`src/rtl/core/mhpq_pkg.sv`:
```
package mhpq_pkg;

    // Width of one stored key
    localparam int KEY_W = 32;

    // Command codes carried in the request
    localparam logic CMD_INSERT = 1'b0;
    localparam logic CMD_REMOVE = 1'b1;

    typedef enum logic [1:0] {
        ST_DONE  = 2'd0,
        ST_FULL  = 2'd1,
        ST_EMPTY = 2'd2
    } status_t;

    // Request payload
    typedef struct packed {
        logic                    cmd;
        logic signed [KEY_W-1:0] key;
    } in_t;

    // Result payload
    typedef struct packed {
        status_t                 status;
        logic signed [KEY_W-1:0] min_key;
        logic [7:0]              count;
    } out_t;

    // Operation broadcast to every cell
    typedef struct packed {
        logic                    ins;
        logic                    rem;
        logic signed [KEY_W-1:0] key;
    } op_t;

    // What a cell shows its neighbors
    typedef struct packed {
        logic                    valid;
        logic signed [KEY_W-1:0] key;
        logic                    moves;
    } link_t;

endpackage

```
`src/rtl/core/mhpq_cell.sv`:
```
module mhpq_cell (
    input  logic            aclk,
    input  logic            aresetn,
    input  mhpq_pkg::op_t   op,
    input  mhpq_pkg::link_t left_in,
    input  mhpq_pkg::link_t right_in,
    output mhpq_pkg::link_t link_out
);

    logic                              valid_reg;
    logic                              valid_next;
    logic signed [mhpq_pkg::KEY_W-1:0] key_reg;
    logic signed [mhpq_pkg::KEY_W-1:0] key_next;
    logic                              moves;

    // An empty cell or a larger key yields its place to the new key
    assign moves = !valid_reg || (op.key < key_reg);

    assign link_out.valid = valid_reg;
    assign link_out.key   = key_reg;
    assign link_out.moves = moves;

    // Insert shifts the tail right; remove shifts everything left
    always_comb begin
        valid_next = valid_reg;
        key_next   = key_reg;
        if (op.ins && moves) begin
            if (left_in.moves) begin
                valid_next = left_in.valid;
                key_next   = left_in.key;
            end else begin
                valid_next = 1'b1;
                key_next   = op.key;
            end
        end else if (op.rem) begin
            valid_next = right_in.valid;
            key_next   = right_in.key;
        end
    end

    always_ff @(posedge aclk) begin
        if (!aresetn) begin
            valid_reg <= 1'b0;
        end else begin
            valid_reg <= valid_next;
        end
    end

    always_ff @(posedge aclk) begin
        key_reg <= key_next;
    end

endmodule

```
`config.mk`:
```
export PLATFORM = sky130hd
export DESIGN_NAME = mhpq_cell
export DESIGN_NICKNAME = d
export VERILOG_FILES = /design/src/rtl/core/mhpq_pkg.sv /design/src/rtl/core/mhpq_cell.sv
export SDC_FILE = /design/constraint.sdc
export NUM_CORES = 1
export LEC_CHECK = 0
export ABC_AREA = 1
export BUFFER_PORTS_ARGS = -buffer_cell sky130_fd_sc_hd__buf_4
export CELL_PAD_IN_SITES_DETAIL_PLACEMENT = 0
export CELL_PAD_IN_SITES_GLOBAL_PLACEMENT = 2
export CORE_ASPECT_RATIO = 0.8
export CORE_MARGIN = 2
export CORE_UTILIZATION = 26
export DETAILED_ROUTE_END_ITERATION = 7
export GPL_ROUTABILITY_DRIVEN = 0
export HOLD_SLACK_MARGIN = 0.1
export PLACE_DENSITY = 0.81
export SLEW_MARGIN = 20
export SYNTH_ARGS = -nofsm -noshare
export SYNTH_HDL_FRONTEND = slang
export SYNTH_SLANG_ARGS = --single-unit
```
`constraint.sdc`:
```
create_clock -name aclk -period 3.7 [get_ports aclk]
set_clock_uncertainty 0.15 [all_clocks]
set_input_delay 0.555 -clock aclk [delete_from_list [all_inputs] [get_ports aclk]]
set_output_delay 0.555 -clock aclk [all_outputs]
set_load 0.01 [all_outputs]
```
**Word-level counts from Yosys, hierarchy flattened**

Index checks and enable logic that the tools add are counted.

- Bits in registers: 33
- Bits of input ports: 104
- Output and inout bits: 34
- Word-level logic and storage cells: 13

- Order comparisons: 1
- Muxes and demuxes: 6
- Reductions and logical operators: 4

Operators by type and width:

| kind | count |
|---|---|
| 2-to-1 mux 32 bit | 3 |
| less-than comparator 32 bit | 1 |
| 2-to-1 mux 1 bit | 3 |
| nonzero test 2 bit | 1 |
| logical AND 1 bit | 1 |
| logical NOT 1 bit | 1 |
| logical OR 1 bit | 1 |

**Longest topological paths before layout**

- Word-level depth: 4
- Mapped depth: 19

**Least setup slack after synthesis**

OpenSTA, ideal clock, no wires.

- Path type: input-to-reg
- Start: input port op[5] in the netlist's numbering
- End: register key_reg[0] in the netlist's numbering (enable)
- Setup time: 0.389 ns
- Arrival time: 2.493 ns
- Setup slack: 0.667 ns
- Stages on the path: 13
- Path buffers: 1
- Path through: ha_1 > a21oi_1 > nor2_1 > nor3_2 > nand2_1 > nand2_1 > nand2_1 > nand2_1 > nand3_1 > nand3_2 > nand2_4 > buf_4 > nand2_1

- Longest elaborated chain between the ends: 4

Ends and longest elaborated chain:

| element | line | source |
|---|---|---|
| start, declared | mhpq_cell.sv:4 | `input mhpq_pkg::op_t op,` |
| less-than comparator 32 bit | mhpq_cell.sv:17 | `assign moves = !valid_reg \|\| (op.key < key_reg);` |
| logical OR 1 bit | mhpq_cell.sv:17 |  |
| net moves | mhpq_cell.sv:14 | `logic moves;` |
| logical AND 1 bit | mhpq_cell.sv:27 | `if (op.ins && moves) begin` |
| nonzero test 2 bit (no line) | - |  |
| end signal, assigned | mhpq_cell.sv:50 | `key_reg <= key_next;` |
| end, declared | mhpq_cell.sv:12 | `logic signed [mhpq_pkg::KEY_W-1:0] key_reg;` |

The timed path passes the listed nets, and every way through them passes these cells.
A chain may end at the register's enable or synchronous reset.

**Final worst setup path**

- Start: input port left_in[0] in the netlist's numbering
- End: register key_reg[15] in the netlist's numbering, data pin

- Longest elaborated chain between the ends: 2

Ends and longest elaborated chain:

| element | line | source |
|---|---|---|
| start, declared | mhpq_cell.sv:5 | `input mhpq_pkg::link_t left_in,` |
| 2-to-1 mux 32 bit | mhpq_cell.sv:28 | `if (left_in.moves) begin` |
| 2-to-1 mux 32 bit | mhpq_cell.sv:27 |  |
| net key_next (one bit) | mhpq_cell.sv:13 | `logic signed [mhpq_pkg::KEY_W-1:0] key_next;` |

The timed path passes the listed nets, and every way through them passes these cells.

==> summary.md <==
| Metric | Value |
|---|---|
| Status | finished clean |
| Initial antenna violation count | 0 |
| GRT Overall Usage | 0.1406 |
| VDD IR-drop max | ~0.16 mV |
| Finish-stage setup viols | 0 |
| Worst-margin pin slew | approximately 0.96 ns |
| Detail Route Antenna Nets | 0 |
| Leakage power total | around 2.1 nW |
| CTS tree | done |
| DRC | 0 |
| Share of cells above drive strength 1 | 0.5352 |
| Num Clock Sinks | 33 |
| Post-synthesis cell area | 0.002925 mm² |
| Clock transition at path regs | around 0.060 ns |
| Nets | roughly 600 |
| Most frequent cells in the layout | buf_4, nand2_1, inv_1 |
| Worst Hold Depth | 3 |
| Avg Cell Area, Syn | between 9 and 10 µm² |
| Detailed Place HPWL | 6428 µm |
| WL final | 8456 µm |
| Commonest non-fill, non-tap cell in the layout | buf_4 |
| Grt ovf | 0 |
| Fin worst setup slack | between 0.8 and 0.9 ns |
| PostCTS Resize Cnt | 0 |
| Worst-path cell chain | buf_4, clkinv_1, or2_2, o211ai_2, nand2_2 |
| Area fraction of the dominant cell type after synthesis | 0.3285 |
| Synth cell types | 27 |
| Delay-heaviest family, CP | buffers and inverters |
| Levels on crit path | 5 |
| Bufs and invs on worst path | 2 |
| CP required | ~3.6 ns |
| I/O Buffers | approximately 140 |
| Final worst-path cycle share | 0.7787 |
| Register area share after synthesis | 0.3353 |
| Starting Density | 0.2676 |
| WL/cell | about 14 µm |
| Reg2reg start | key_reg[31]$_DFFE_PP_ |
| Core Region | roughly 0.011 mm² |
| FP Rows | 34 |
| Starting DRT DRC Count | 54 |
| CP peak stage delay | ~0.94 ns |
| Final hold violation count | 0 |
| Max Cap Violations | 0 |
| First-pass GRT wire length | 13250 µm |
| Synthesized flop and latch total | 33 |
| Final cell count without fillers | between 500 and 600 |
| Hold buffers post-CTS | 0 |
| Area delta synth->final | 42.04% |
| RSZ-0062 raised after global routing | no |
| Setup TNS | 0 ns |
| Post-synth EDFFs | 32 |
| Reg2Reg Depth | 13 |
| Die span in y | between 90 and 100 µm |
| Fin. max-slew vios | 0 |
| Clock buffer count from CTS | 5 |
| CP max FO | 34 |
| Via/cell ratio | between 4 and 5 |
| Top Ports | 138 |
| Slew headroom | 0.3534 |
| Post-layout min period | ~2.9 ns |
| Root Buffer | clkbuf_16 |
| Synth warn | 0 |
| Synth Instances | ~320 |
| Post-CTS setup buffers | 0 |
| Die W | around 120 µm |
| Hold Crit Start | aresetn |
| Crit path kind | primary input to flop |
| Ant diodes | 0 |
| Max reg flops | 32 |
| Crit path DAT | about 2.8 ns |
| HP Class | primary input to flop |
| Synth Net Count | 456 |
| Top cells by area, synth | edfxtp_1, ha_1, o211ai_2, nand2_1, or2_2 |
| Max Root-Sink Buffers | 2 |
| Largest net degree at the start of global routing | 35 |
| Pwr dens | 350.8 mW/mm² |
| H-Tree Level Count | 2 |
| Crit path launch | left_in[0] |
| Asr flop ratio synth | 0 |
| Dpl ws | approximately 0.73 ns |
| Worst skew pair latency | 0.28 ns |
| Iteration count of the initial detailed-routing pass | 4 |
| Startpoint types | primary input |
| Post-synth top flop | edfxtp_1 |
| Crit end category | flop |
| Die ar. | about 0.012 mm² |
| Vias | between 2000 and 3000 |
| Synth area leader | edfxtp_1 |
| Placed cells | 590 |
| Vias in the first global route | 2613 |
| CP max-delay cell | clkinv_1 |
| FMAX | 0.3471 GHz |
## logic make-up (layout without fill, tap and decap cells)
group           after synthesis  in the layout  share of synthesized area
simple gates                143            143                     0.2494
buf+inv                      59            192                     0.1052
compound gates               55             55                     0.1775
flops                        33             33                     0.3353
fa+ha+maj                    31             31                     0.1326
## per-stage QoR
stage / instance area, µm² / hold WS (ns) / power [mW] / utilization
floorplan: 2925 / 0.3329 / 0.8423 / -
finish: 4155 / 0.3594 / 1.458 / 0.3801
global placement: 4018 / 0.3575 / 1.064 / 0.3675
CTS: 4155 / 0.3448 / 1.488 / 0.3801
global route: 4155 / 0.3852 / 1.559 / 0.3801
detailed placement: 4018 / 0.3720 / 1.071 / 0.3675
## where the power goes
| part | internal, mW | switching (mW) | total [mW] |
|---|---|---|---|
| Sequential | 0.482 | 0.0297 | 0.512 |
| Clock | 0.244 | 0.161 | 0.405 |
| Combinational | 0.262 | 0.279 | 0.541 |
## routing by layer
layer | GRT usage | wire length (µm)
met5 | 0 | 0
met4 | 0.03183 | 70
met3 | 0.03183 | 495
met2 | 0.2312 | 3896
met1 | 0.1877 | 3994
## cells in the mapped netlist, types with 2 or more instances
cell      count
nand4_1       2
o211ai_1      2
o21ai_0       3
ha_1         31
o211ai_2     31
buf_4         7
buf_12        3
nand2_1      65
clkbuf_1      3
nor2_1        6
edfxtp_1     32
inv_1        44
a21oi_1      16
nand2_2      30
nand3_1       4
or2_2        31
## cell type report
class / count / area (µm²)
Fill cell: 1143 / 6778
Multi-Input combinational cell: 229 / 1637
Timing Repair Buffer: 139 / 1044
Sequential cell: 33 / 980.9
Tap cell: 144 / 180.2
Inverter: 45 / 176.4
Clock buffer: 5 / 125.1
Clock inverter: 3 / 12.51
## path summary, 6_finish.rpt
path	slack, ns	to
hold reg to reg	0.39	valid_reg$_SDFFE_PN0P_
setup reg to reg	1.10	key_reg[17]$_DFFE_PP_
hold / removal	0.36	valid_reg$_SDFFE_PN0P_
setup / recovery	0.82	key_reg[15]$_DFFE_PP_
## tightest hold or removal path: cells and delay by family
kind	cells	cell delay [ns]
buffers and inverters	2	0.15
AO/OA/AOI/OAI	1	0.04
No activity file was read; power rests on OpenSTA's default activity.
